**src/hdl/mwc_pkg.sv**
```systemverilog
`timescale 1ns / 1ps

package mwc_pkg;

   // bus widths
   localparam int REQ_DATA_W  = 48;
   localparam int RSP_DATA_W  = 40;
   localparam int CSR_INDEX_W = 2;
   localparam int CSR_DATA_W  = 10;

   // field widths
   localparam int POS_W    = 16;
   localparam int HEAD_W   = 9;
   localparam int THRESH_W = 10;
   localparam int GAIN_W   = 4;
   localparam int GOAL_W   = 10;
   localparam int WHEEL_W  = 8;
   localparam int MODE_W   = 3;
   localparam int WP_W     = 2;

   // register reset values
   localparam logic [THRESH_W-1:0] THRESH_RESET = 10'd50;
   localparam logic [GAIN_W-1:0]   GAIN_RESET   = 4'd4;

   // waypoint pattern coordinates, mm
   localparam logic signed [GOAL_W-1:0] GOAL_FAR  = 10'sd400;
   localparam logic signed [GOAL_W-1:0] GOAL_SIDE = 10'sd300;
   localparam logic signed [GOAL_W-1:0] GOAL_DIAG = 10'sd200;

   typedef enum logic [MODE_W-1:0] {
      MODE_STOP     = 3'd0,
      MODE_SQUARE   = 3'd1,
      MODE_TRIANGLE = 3'd2,
      MODE_LINE     = 3'd3,
      MODE_HOME     = 3'd4
   } mode_type;

   typedef enum logic [CSR_INDEX_W-1:0] {
      CSR_ARRIVE_THRESHOLD = 2'd0,
      CSR_POSITION_GAIN    = 2'd1,
      CSR_TURN_GAIN        = 2'd2
   } csr_addr_type;

   typedef enum logic [2:0] {
      ST_IDLE,
      ST_SQUARE,
      ST_ARRIVE,
      ST_AXIS,
      ST_DIVIDE,
      ST_MIX,
      ST_SCALE,
      ST_WHEEL
   } state_type;

   // one strobe per datapath step
   typedef struct packed {
      logic load;
      logic square;
      logic arrive;
      logic axis;
      logic divide;
      logic mix;
      logic scale;
      logic wheel;
   } cmd_type;

   typedef struct packed {
      logic signed [GOAL_W-1:0] x;
      logic signed [GOAL_W-1:0] y;
   } goal_type;

   // fixed waypoint patterns
   function automatic goal_type pattern_goal(input mode_type mode, input logic [WP_W-1:0] idx);
      goal_type g;
      g = '0;
      case (mode)
         MODE_SQUARE: begin
            g.x = idx[1] ? GOAL_FAR : '0;
            g.y = (idx == 2'd1 || idx == 2'd2) ? GOAL_SIDE : '0;
         end
         MODE_TRIANGLE: begin
            g.x = (idx == 2'd1) ? GOAL_DIAG : ((idx == 2'd3) ? -GOAL_DIAG : '0);
            g.y = idx[0] ? GOAL_DIAG : '0;
         end
         MODE_LINE: begin
            g.x = (idx == 2'd1) ? GOAL_FAR : '0;
         end
         default: ;
      endcase
      return g;
   endfunction

endpackage

```
**src/hdl/mwc_ctrl.sv**
```systemverilog
`timescale 1ns / 1ps

module mwc_ctrl (
   input  logic             clock,
   input  logic             reset,
   input  logic             req_tvalid,
   output logic             req_tready,
   output logic             rsp_tvalid,
   input  logic             rsp_tready,
   output mwc_pkg::cmd_type cmd
);
   import mwc_pkg::*;

   state_type state_ff, state_in;
   logic      rsp_valid_ff, rsp_valid_in;
   logic      out_free;

   assign out_free = !rsp_valid_ff || rsp_tready;

   always_comb begin
      state_in = state_ff;
      case (state_ff)
         ST_IDLE:   if (req_tvalid) state_in = ST_SQUARE;
         ST_SQUARE: state_in = ST_ARRIVE;
         ST_ARRIVE: state_in = ST_AXIS;
         ST_AXIS:   state_in = ST_DIVIDE;
         ST_DIVIDE: state_in = ST_MIX;
         ST_MIX:    state_in = ST_SCALE;
         ST_SCALE:  state_in = ST_WHEEL;
         ST_WHEEL:  if (out_free) state_in = ST_IDLE;
         default:   state_in = ST_IDLE;
      endcase
   end

   always_comb begin
      cmd        = '0;
      req_tready = 1'b0;
      case (state_ff)
         ST_IDLE: begin
            // no transfer while reset is held
            req_tready = !reset;
            cmd.load   = req_tvalid && !reset;
         end
         ST_SQUARE: cmd.square = 1'b1;
         ST_ARRIVE: cmd.arrive = 1'b1;
         ST_AXIS:   cmd.axis   = 1'b1;
         ST_DIVIDE: cmd.divide = 1'b1;
         ST_MIX:    cmd.mix    = 1'b1;
         ST_SCALE:  cmd.scale  = 1'b1;
         ST_WHEEL:  cmd.wheel  = out_free;
         default: ;
      endcase
   end

   // result slot: filled by the wheel step, emptied by a transfer
   assign rsp_valid_in = cmd.wheel ? 1'b1 : (rsp_tready ? 1'b0 : rsp_valid_ff);
   assign rsp_tvalid   = rsp_valid_ff;

   always_ff @(posedge clock) begin
      if (reset) begin
         state_ff     <= ST_IDLE;
         rsp_valid_ff <= 1'b0;
      end else begin
         state_ff     <= state_in;
         rsp_valid_ff <= rsp_valid_in;
      end
   end

endmodule

```
**src/hdl/mwc_dpath.sv**
```systemverilog
`timescale 1ns / 1ps

module mwc_dpath (
   input  logic                                clock,
   input  logic                                reset,
   input  mwc_pkg::cmd_type                    cmd,
   input  logic [mwc_pkg::REQ_DATA_W-1:0]      req_tdata,
   input  logic                                csr_we,
   input  logic [mwc_pkg::CSR_INDEX_W-1:0]     csr_index,
   input  logic [mwc_pkg::CSR_DATA_W-1:0]      csr_data,
   output logic [mwc_pkg::RSP_DATA_W-1:0]      rsp_tdata
);
   import mwc_pkg::*;

   localparam int DIFF_W  = POS_W + 1;        // goal minus position
   localparam int HERR_W  = HEAD_W + 1;       // negated heading
   localparam int SQ_W    = 31;               // one squared position error
   localparam int SQH_W   = 17;               // squared heading error
   localparam int THR2_W  = 2 * THRESH_W;
   localparam int D2_W    = 32;
   localparam int PROD_W  = 22;               // error times gain
   localparam int MIX_W   = 15;               // axis times turn scale
   localparam int WSUM_W  = 10;               // three-term wheel sum
   localparam int CMD_W   = 7;

   localparam logic [7:0]         RECIP5     = 8'd205;     // 2^10 / 5, rounded up
   localparam int                 DIV5_SAT   = 505;        // |p| >= 505 clamps
   localparam logic [13:0]        RECIP100   = 14'd10486;  // 2^20 / 100, rounded up
   localparam logic [CMD_W-1:0]   AXIS_LIMIT = 7'd100;
   localparam logic signed [WSUM_W-1:0] WHEEL_LIMIT = 10'sd120;

   // truncate p/5 toward zero, clamp to +-100
   function automatic logic signed [WHEEL_W-1:0] div5_clamp(
      input logic signed [PROD_W-1:0] p);
      logic [PROD_W-1:0]         mag;
      logic [16:0]               scaled;
      logic [CMD_W-1:0]          q;
      logic signed [WHEEL_W-1:0] qs;
      mag    = p[PROD_W-1] ? PROD_W'(-p) : PROD_W'(p);
      scaled = 17'(mag[8:0]) * 17'(RECIP5);
      q      = (mag >= PROD_W'(DIV5_SAT)) ? AXIS_LIMIT : scaled[16:10];
      qs     = $signed({1'b0, q});
      return p[PROD_W-1] ? -qs : qs;
   endfunction

   // truncate m/100 toward zero, |m| <= 10000
   function automatic logic signed [WHEEL_W-1:0] div100(
      input logic signed [MIX_W-1:0] m);
      logic [MIX_W-1:0]          mag;
      logic [27:0]               scaled;
      logic signed [WHEEL_W-1:0] qs;
      mag    = m[MIX_W-1] ? MIX_W'(-m) : MIX_W'(m);
      scaled = 28'(mag[13:0]) * 28'(RECIP100);
      qs     = $signed({1'b0, scaled[26:20]});
      return m[MIX_W-1] ? -qs : qs;
   endfunction

   function automatic logic signed [WHEEL_W-1:0] wheel_clamp(
      input logic signed [WSUM_W-1:0] v);
      logic signed [WSUM_W-1:0] c;
      if (v > WHEEL_LIMIT)       c = WHEEL_LIMIT;
      else if (v < -WHEEL_LIMIT) c = -WHEEL_LIMIT;
      else                       c = v;
      return c[WHEEL_W-1:0];
   endfunction

   // input fields
   logic signed [POS_W-1:0]  in_x, in_y;
   logic signed [HEAD_W-1:0] in_h;
   logic                     in_a, in_b;

   assign in_x = $signed(req_tdata[15:0]);
   assign in_y = $signed(req_tdata[31:16]);
   assign in_h = $signed(req_tdata[40:32]);
   assign in_a = req_tdata[41];
   assign in_b = req_tdata[42];

   // configuration
   logic [THRESH_W-1:0] thr_ff, thr_in;
   logic [GAIN_W-1:0]   pgain_ff, pgain_in, tgain_ff, tgain_in;

   always_comb begin
      thr_in   = thr_ff;
      pgain_in = pgain_ff;
      tgain_in = tgain_ff;
      if (csr_we) begin
         case (csr_addr_type'(csr_index))
            CSR_ARRIVE_THRESHOLD: thr_in   = csr_data[THRESH_W-1:0];
            CSR_POSITION_GAIN:    pgain_in = csr_data[GAIN_W-1:0];
            CSR_TURN_GAIN:        tgain_in = csr_data[GAIN_W-1:0];
            default: ;
         endcase
      end
   end

   // controller state of the waypoint machine
   mode_type                 mode_ff, mode_in;
   logic [WP_W-1:0]          wp_ff, wp_in, wp_step;
   logic signed [GOAL_W-1:0] goal_x_ff, goal_x_in, goal_y_ff, goal_y_in;
   goal_type                 goal_next;
   logic                     arrived;

   // captured item
   logic signed [POS_W-1:0]  px_ff, py_ff;
   logic signed [HEAD_W-1:0] hd_ff;

   // errors against the current goal
   logic signed [DIFF_W-1:0]   err_x, err_y;
   logic signed [HERR_W-1:0]   err_h;
   logic signed [2*DIFF_W-1:0] sq_full_x, sq_full_y;
   logic signed [2*HERR_W-1:0] sq_full_h;

   assign err_x     = DIFF_W'(goal_x_ff) - DIFF_W'(px_ff);
   assign err_y     = DIFF_W'(goal_y_ff) - DIFF_W'(py_ff);
   assign err_h     = -HERR_W'(hd_ff);
   assign sq_full_x = err_x * err_x;
   assign sq_full_y = err_y * err_y;
   assign sq_full_h = err_h * err_h;

   logic [SQ_W-1:0]   sq_x_ff, sq_y_ff;
   logic [SQH_W-1:0]  sq_h_ff;
   logic [THR2_W-1:0] thr2_ff;
   logic [D2_W-1:0]   dist2;

   assign dist2   = D2_W'(sq_x_ff) + D2_W'(sq_y_ff) + D2_W'(sq_h_ff);
   assign arrived = dist2 <= D2_W'(thr2_ff);

   always_comb begin
      if (mode_ff == MODE_LINE) wp_step = (wp_ff >= 2'd2) ? '0 : wp_ff + 2'd1;
      else                      wp_step = wp_ff + 2'd1;
   end

   assign goal_next = pattern_goal(mode_ff, wp_step);

   always_comb begin
      mode_in   = mode_ff;
      wp_in     = wp_ff;
      goal_x_in = goal_x_ff;
      goal_y_in = goal_y_ff;
      if (cmd.load) begin
         if (in_b) begin
            wp_in     = '0;
            goal_x_in = '0;
            goal_y_in = '0;
         end
         if (in_a) begin
            case (mode_ff)
               MODE_STOP:     mode_in = MODE_SQUARE;
               MODE_SQUARE:   mode_in = MODE_TRIANGLE;
               MODE_TRIANGLE: mode_in = MODE_LINE;
               MODE_LINE:     mode_in = MODE_HOME;
               default:       mode_in = MODE_STOP;
            endcase
         end
      end else if (cmd.arrive) begin
         if (arrived && (mode_ff inside {MODE_SQUARE, MODE_TRIANGLE, MODE_LINE})) begin
            wp_in = wp_step;
            // line pattern: third index keeps the goal
            if (!(mode_ff == MODE_LINE && wp_step == 2'd2)) begin
               goal_x_in = goal_next.x;
               goal_y_in = goal_next.y;
            end
         end
         if (mode_ff == MODE_HOME) begin
            goal_x_in = '0;
            goal_y_in = '0;
         end
      end
   end

   always_ff @(posedge clock) begin
      if (reset) begin
         thr_ff    <= THRESH_RESET;
         pgain_ff  <= GAIN_RESET;
         tgain_ff  <= GAIN_RESET;
         mode_ff   <= MODE_STOP;
         wp_ff     <= '0;
         goal_x_ff <= '0;
         goal_y_ff <= '0;
      end else begin
         thr_ff    <= thr_in;
         pgain_ff  <= pgain_in;
         tgain_ff  <= tgain_in;
         mode_ff   <= mode_in;
         wp_ff     <= wp_in;
         goal_x_ff <= goal_x_in;
         goal_y_ff <= goal_y_in;
      end
   end

   // axis products, from the updated goal
   logic signed [GAIN_W:0]     gain_p, gain_t;
   logic signed [PROD_W-1:0]   prod_x_in, prod_y_in, prod_h_in;
   logic signed [PROD_W-1:0]   prod_x_ff, prod_y_ff, prod_h_ff;

   assign gain_p    = $signed({1'b0, pgain_ff});
   assign gain_t    = $signed({1'b0, tgain_ff});
   assign prod_x_in = PROD_W'(err_x) * PROD_W'(gain_p);
   assign prod_y_in = PROD_W'(err_y) * PROD_W'(gain_p);
   assign prod_h_in = PROD_W'(err_h) * PROD_W'(gain_t);

   // axis commands and turn scale
   logic signed [WHEEL_W-1:0] cx_in, cy_in, cz_in, cx_ff, cy_ff, cz_ff;
   logic [CMD_W-1:0]          az, scale_in, scale_ff;

   assign cx_in    = div5_clamp(prod_x_ff);
   assign cy_in    = div5_clamp(prod_y_ff);
   assign cz_in    = div5_clamp(prod_h_ff);
   assign az       = cz_in[WHEEL_W-1] ? CMD_W'(-cz_in) : CMD_W'(cz_in);
   assign scale_in = AXIS_LIMIT - az;

   logic signed [MIX_W-1:0]   mix_x_in, mix_y_in, mix_x_ff, mix_y_ff;
   logic signed [WHEEL_W:0]   scale_s;

   assign scale_s  = $signed({2'b00, scale_ff});
   assign mix_x_in = MIX_W'(cx_ff) * MIX_W'(scale_s);
   assign mix_y_in = MIX_W'(cy_ff) * MIX_W'(scale_s);

   logic signed [WHEEL_W-1:0] sx_ff, sy_ff;

   // wheel mixing
   logic signed [WSUM_W-1:0]  sum_fl, sum_fr, sum_rr, sum_rl;
   logic signed [WHEEL_W-1:0] fl_in, fr_in, rr_in, rl_in;
   logic signed [WHEEL_W-1:0] fl_ff, fr_ff, rr_ff, rl_ff;
   logic [MODE_W-1:0]         mode_out_ff;
   logic [WP_W-1:0]           wp_out_ff;

   assign sum_fl = WSUM_W'(sy_ff) + WSUM_W'(sx_ff) - WSUM_W'(cz_ff);
   assign sum_fr = WSUM_W'(sy_ff) - WSUM_W'(sx_ff) + WSUM_W'(cz_ff);
   assign sum_rr = WSUM_W'(sy_ff) - WSUM_W'(sx_ff) - WSUM_W'(cz_ff);
   assign sum_rl = WSUM_W'(sy_ff) + WSUM_W'(sx_ff) + WSUM_W'(cz_ff);

   always_comb begin
      if (mode_ff == MODE_STOP) begin
         fl_in = '0;
         fr_in = '0;
         rr_in = '0;
         rl_in = '0;
      end else begin
         fl_in = wheel_clamp(sum_fl);
         fr_in = wheel_clamp(sum_fr);
         rr_in = wheel_clamp(sum_rr);
         rl_in = wheel_clamp(sum_rl);
      end
   end

   always_ff @(posedge clock) begin
      if (cmd.load) begin
         px_ff <= in_x;
         py_ff <= in_y;
         hd_ff <= in_h;
      end
      if (cmd.square) begin
         sq_x_ff <= sq_full_x[SQ_W-1:0];
         sq_y_ff <= sq_full_y[SQ_W-1:0];
         sq_h_ff <= sq_full_h[SQH_W-1:0];
         thr2_ff <= THR2_W'(thr_ff) * THR2_W'(thr_ff);
      end
      if (cmd.axis) begin
         prod_x_ff <= prod_x_in;
         prod_y_ff <= prod_y_in;
         prod_h_ff <= prod_h_in;
      end
      if (cmd.divide) begin
         cx_ff    <= cx_in;
         cy_ff    <= cy_in;
         cz_ff    <= cz_in;
         scale_ff <= scale_in;
      end
      if (cmd.mix) begin
         mix_x_ff <= mix_x_in;
         mix_y_ff <= mix_y_in;
      end
      if (cmd.scale) begin
         sx_ff <= div100(mix_x_ff);
         sy_ff <= div100(mix_y_ff);
      end
      if (cmd.wheel) begin
         fl_ff       <= fl_in;
         fr_ff       <= fr_in;
         rr_ff       <= rr_in;
         rl_ff       <= rl_in;
         mode_out_ff <= mode_ff;
         wp_out_ff   <= wp_ff;
      end
   end

   assign rsp_tdata = {3'b000, wp_out_ff, mode_out_ff, rl_ff, rr_ff, fr_ff, fl_ff};

endmodule

```
**src/hdl/mecanum_waypoint_controller_top.sv**
```systemverilog
`timescale 1ns / 1ps

// Mecanum waypoint controller. Each req transfer is one control tick: measured
// x/y (mm) and heading (deg) plus the two button-release flags. The block steps
// the drive mode and waypoint machine, runs the proportional x/y/turn loops and
// returns one rsp transfer with four clamped wheel speeds, the mode and the
// waypoint index. A tick occupies the sequencer for the accept cycle and seven
// datapath steps (squares, arrival test, gain products, divide-by-5 and clamp,
// turn scaling products, divide-by-100, wheel mix), at most one multiply rank
// per step; the wheel step writes the result into the output register.
// The next tick is taken as soon as the sequencer is idle again, even while
// the previous result still waits in the output register; the wheel step holds
// if that register is still full. Configuration writes (csr_index 0 threshold,
// 1 x/y gain, 2 turn gain) are accepted in any cycle outside reset and belong
// between ticks.
module mecanum_waypoint_controller_top (
   input  logic                                clock,
   input  logic                                reset,
   input  logic                                req_tvalid,
   output logic                                req_tready,
   // [15:0] position_x, [31:16] position_y, [40:32] heading,
   // [41] button_a_released, [42] button_b_released, [47:43] zero
   input  logic [mwc_pkg::REQ_DATA_W-1:0]      req_tdata,
   output logic                                rsp_tvalid,
   input  logic                                rsp_tready,
   // [7:0] wheel_front_left, [15:8] wheel_front_right, [23:16] wheel_rear_right,
   // [31:24] wheel_rear_left, [34:32] drive_mode, [36:35] waypoint_index,
   // [39:37] zero
   output logic [mwc_pkg::RSP_DATA_W-1:0]      rsp_tdata,
   input  logic                                csr_valid,
   output logic                                csr_ready,
   input  logic [mwc_pkg::CSR_INDEX_W-1:0]     csr_index,
   input  logic [mwc_pkg::CSR_DATA_W-1:0]      csr_data
);
   import mwc_pkg::*;

   cmd_type cmd;
   logic    csr_we;

   // registers take a write in any cycle outside reset
   assign csr_ready = !reset;
   assign csr_we    = csr_valid & csr_ready;

   mwc_ctrl u_ctrl (
      .clock      (clock),
      .reset      (reset),
      .req_tvalid (req_tvalid),
      .req_tready (req_tready),
      .rsp_tvalid (rsp_tvalid),
      .rsp_tready (rsp_tready),
      .cmd        (cmd)
   );

   mwc_dpath u_dpath (
      .clock     (clock),
      .reset     (reset),
      .cmd       (cmd),
      .req_tdata (req_tdata),
      .csr_we    (csr_we),
      .csr_index (csr_index),
      .csr_data  (csr_data),
      .rsp_tdata (rsp_tdata)
   );

   // a tick occupies the sequencer: no second transfer right behind it
   a_one_tick_at_a_time: assert property (@(posedge clock) disable iff (reset)
      req_tvalid && req_tready |=> !req_tready)
      else $error("req accepted while a tick is in progress");

   // mode field only ever carries a defined mode
   a_mode_legal: assert property (@(posedge clock) disable iff (reset)
      rsp_tvalid |-> rsp_tdata[34:32] <= MODE_HOME)
      else $error("drive_mode out of range");

   // stop mode drives all wheels to zero
   a_stop_zero: assert property (@(posedge clock) disable iff (reset)
      rsp_tvalid && rsp_tdata[34:32] == MODE_STOP |-> rsp_tdata[31:0] == '0)
      else $error("wheels moving in stop mode");

   // wheel clamp holds on the front left output
   a_wheel_range: assert property (@(posedge clock) disable iff (reset)
      rsp_tvalid |-> $signed(rsp_tdata[7:0]) >= -8'sd120 &&
                     $signed(rsp_tdata[7:0]) <= 8'sd120)
      else $error("wheel speed outside clamp");

endmodule
```
**config.mk**
```make
export PLATFORM = sky130hd
export DESIGN_NAME = mecanum_waypoint_controller_top
export DESIGN_NICKNAME = d
export VERILOG_FILES = /design/src/hdl/mwc_pkg.sv /design/src/hdl/mwc_ctrl.sv /design/src/hdl/mwc_dpath.sv /design/src/hdl/mecanum_waypoint_controller_top.sv
export SDC_FILE = /design/constraint.sdc
export NUM_CORES = 2
export LEC_CHECK = 0
export ABC_AREA = 1
export BUFFER_PORTS_ARGS = -buffer_cell sky130_fd_sc_hd__buf_2
export CAP_MARGIN = 10
export CELL_PAD_IN_SITES_DETAIL_PLACEMENT = 0
export CELL_PAD_IN_SITES_GLOBAL_PLACEMENT = 2
export CORE_ASPECT_RATIO = 0.8
export CORE_UTILIZATION = 40
export CTS_BUF_LIST = sky130_fd_sc_hd__clkbuf_8
export CTS_CLUSTER_SIZE = 12
export DETAILED_ROUTE_END_ITERATION = 10
export PLACE_DENSITY_LB_ADDON = 0.1
export SLEW_MARGIN = 20
export SYNTH_ARGS = -nofsm -noshare
export SYNTH_HDL_FRONTEND = slang
export SYNTH_SLANG_ARGS = --single-unit
```
**constraint.sdc**
```tcl
create_clock -name clock -period 10.8 [get_ports clock]
set_input_delay 1.62 -clock clock [delete_from_list [all_inputs] [get_ports clock]]
set_output_delay 1.62 -clock clock [all_outputs]
set_load 0.03 [all_outputs]
```
==> impl_metrics.ini <==
[yosys]
ys_top_cells_by_count = inv_1 (1994), nand2_1 (998), fa_1 (974), ha_1 (910), nor2_1 (621)
synth_compound_area_share_pct = 6.340
yosysUniqueCellTypes = 66
synth-seq-cells = 343
synthXorXnorAreaFrac_pct = 5.648
synthCells = 7515
synth_ff_type = edfxtp_1
async_flop_share_pct = 0
synth_fa_ha_area_share_pct = 47.59
yosys.cell_count.top_type = inv_1
yosys.area.top_type_share_pct = 30.05
synth-simple-area-share_pct = 12.64
synth.largest_area_cell = fa_1
synth_top_cells_by_area = fa_1 (30%), ha_1 (18%), edfxtp_1 (14%)
netlist_area_um2 = 64890
synth_edf_count = 308
synth_warnings = 0
ys_seq_area_share_pct = 15.33
syn_avg_cell_area_um2 = 8.635
muxShareOfSynthArea_pct = 0.01735
synth_top_family_by_area = adder cells

[clock_tree]
cts_inserted_buffers = 73
htree_levels = 3
clock-sinks = 343
cts_resized = 0
cts_root_buf = clkbuf_8
hold_buffers = 0
cts_tree = yes
clk_pin_slew_ns = 0.06
clk_latency_ns = 0.78
clk_path_buf_depth = 3
post_cts_buffers = 0

[worst_setup_path]
arrival_ns = 9.74
worst_path_largest_cell_delay_ns = 0.77
worstPathRequired_ns = 11.30
slowest_stage = edfxtp_1
r2r_start = u_dpath.px_ff[0]
start_kind = flip-flop
setup.worst_path.end_class = flip-flop
crit_type = flip-flop to flip-flop
crit_path_max_fanout = 18
startpoint = u_dpath.px_ff[0]

[route]
drc = 0
drt_pre_antenna_iters = 5
wl_um = 166600
final_antenna_net_count = 0
routed_via_density = 4.715
dr_total_vias = 46280
drt_iter0_drc = 2445
wl_per_cell_um = 16.97

[cells_and_area]
fin_nets = 9574
area_growth_pct = 7.146
layout-drive-gt1-share_pct = 4.192

[place]
dp_hpwl_um = 142200
place_congestion = 0.8540
io_buffers = 99

[timing]
tightest_slew_ns = 1.122
final.min_clock_period_ns = 9.236
clock-skew-final_ns = 0.06060
period_share_pct = 85.52
fmax_ghz = 0.1083
final_hold_viol_count = 0
tns_ns = 0
rsz0062_at_grt = no
slew_viol_final = 0
setup_viol = 0
worst_slew_margin_rel_pct = 24.43

[die]
die_w_um = 452.3
start_util_pct = 40.48
core_area_um2 = 160300
design.die.area_um2 = 163900
row_count = 131
ios = 108
die_y_um = 362.3

[global_routing]
antenna_found_initial = 7
grt_use_total_pct = 21.18
grt.overflow.total = 0
grt_start_max_net_pins = 69
grt_pass1_wl_um = 271900
grt_pass1_vias = 48360

[outcome]
outcome = finished, final reports clean

[flow_run]
drv_cap = 0

[min_path]
hp-class = flip-flop to flip-flop
min_from = u_dpath.goal_y_ff[3]
state kept, by name (all words and copies together) (netlist names), 9 cells and up:
signal / flops
u_dpath.thr_ff: 10
u_dpath.thr2_ff: 19
u_dpath.hd_ff: 9
u_dpath.mix_x_ff: 15
u_dpath.py_ff: 16
u_dpath.prod_h_ff: 15
u_dpath.mix_y_ff: 15
u_dpath.prod_y_ff: 22
u_dpath.sq_y_ff: 30
u_dpath.prod_x_ff: 22
u_dpath.px_ff: 16
u_dpath.sq_x_ff: 30
u_dpath.sq_h_ff: 16
per-stage QoR:
step / hold slack, ns / cell area (µm²) / util, % / setup slack (ns) / std cells
after detailed placement: 0.5210 / 67990 / 42.41 / 1.612 / 9677
after CTS: 0.5385 / 69490 / 43.35 / 1.571 / 9808
final: 0.5377 / 69530 / 43.37 / 1.564 / 9816
after global placement: 0.5212 / 67990 / 42.41 / 1.641 / 9677
after global routing: 0.5631 / 69520 / 43.37 / 0.8799 / 9813
after floorplan: 0.4281 / 64910 / - / 3.049 / 7521
final cells by class:
type	count	area, µm²
multi-input cells	5042	46940
flip-flops and latches	343	9950
clock inverters	54	445.4
clock buffers	77	1060
well taps	2128	2663
inverters	2016	7569
diodes	7	17.52
repair buffers	149	883.3
fillers	16210	90770
cells by family after synthesis:
group | after synthesis
buf+inv | 2136
other cells | 2
simple gates | 1995
fa+ha+maj | 1884
mux | 1
compound gates | 738
xor+xnor | 416
flops | 343
per-layer routing:
metal | vias to the layer above | share of wire, % | global-route usage [%]
met2 | 531 | 44 | 33.53
met4 | 0 | 1.4 | 3.244
li1 | 23200 | - | -
met3 | 120 | 2.9 | 2.010
met1 | 22430 | 51 | 31.76
met5 | - | 0 | 0
worst paths after layout:
check                                            end  slack, ns  cells after the start
worst max-delay path             u_dpath.sq_x_ff[30]       1.56                     37
worst min-delay path            u_dpath.goal_y_ff[3]       0.54                      2
worst max register to register   u_dpath.sq_x_ff[30]       1.56                     37
worst min register to register  u_dpath.goal_y_ff[3]       0.54                      2
worst max-delay path: cells and delay by family, from the launching register on:
family | cells | cell delay, ns
flops | 1 | 0.77
simple gates | 15 | 2.63
buf+inv | 8 | 0.73
compound gates | 5 | 1.05
fa+ha+maj | 8 | 3.67
xor+xnor | 1 | 0.17
cell usage in the layout, fill, tap and decap left out, drive strengths merged, types with 42 or more instances in the layout:
master,instances
nor2,630
clkinv,42
nand4,53
xnor2,146
inv,2016
edfxtp,308
a21oi,383
nor3,47
fa,974
o21ai,191
clkbuf,77
xor2,269
nand3,189
nand2,1007
ha,910
buf,149
Power is left out: the tool's default activity adds up to more than one toggle a clock period on the data nets, which glitch-free logic cannot reach.
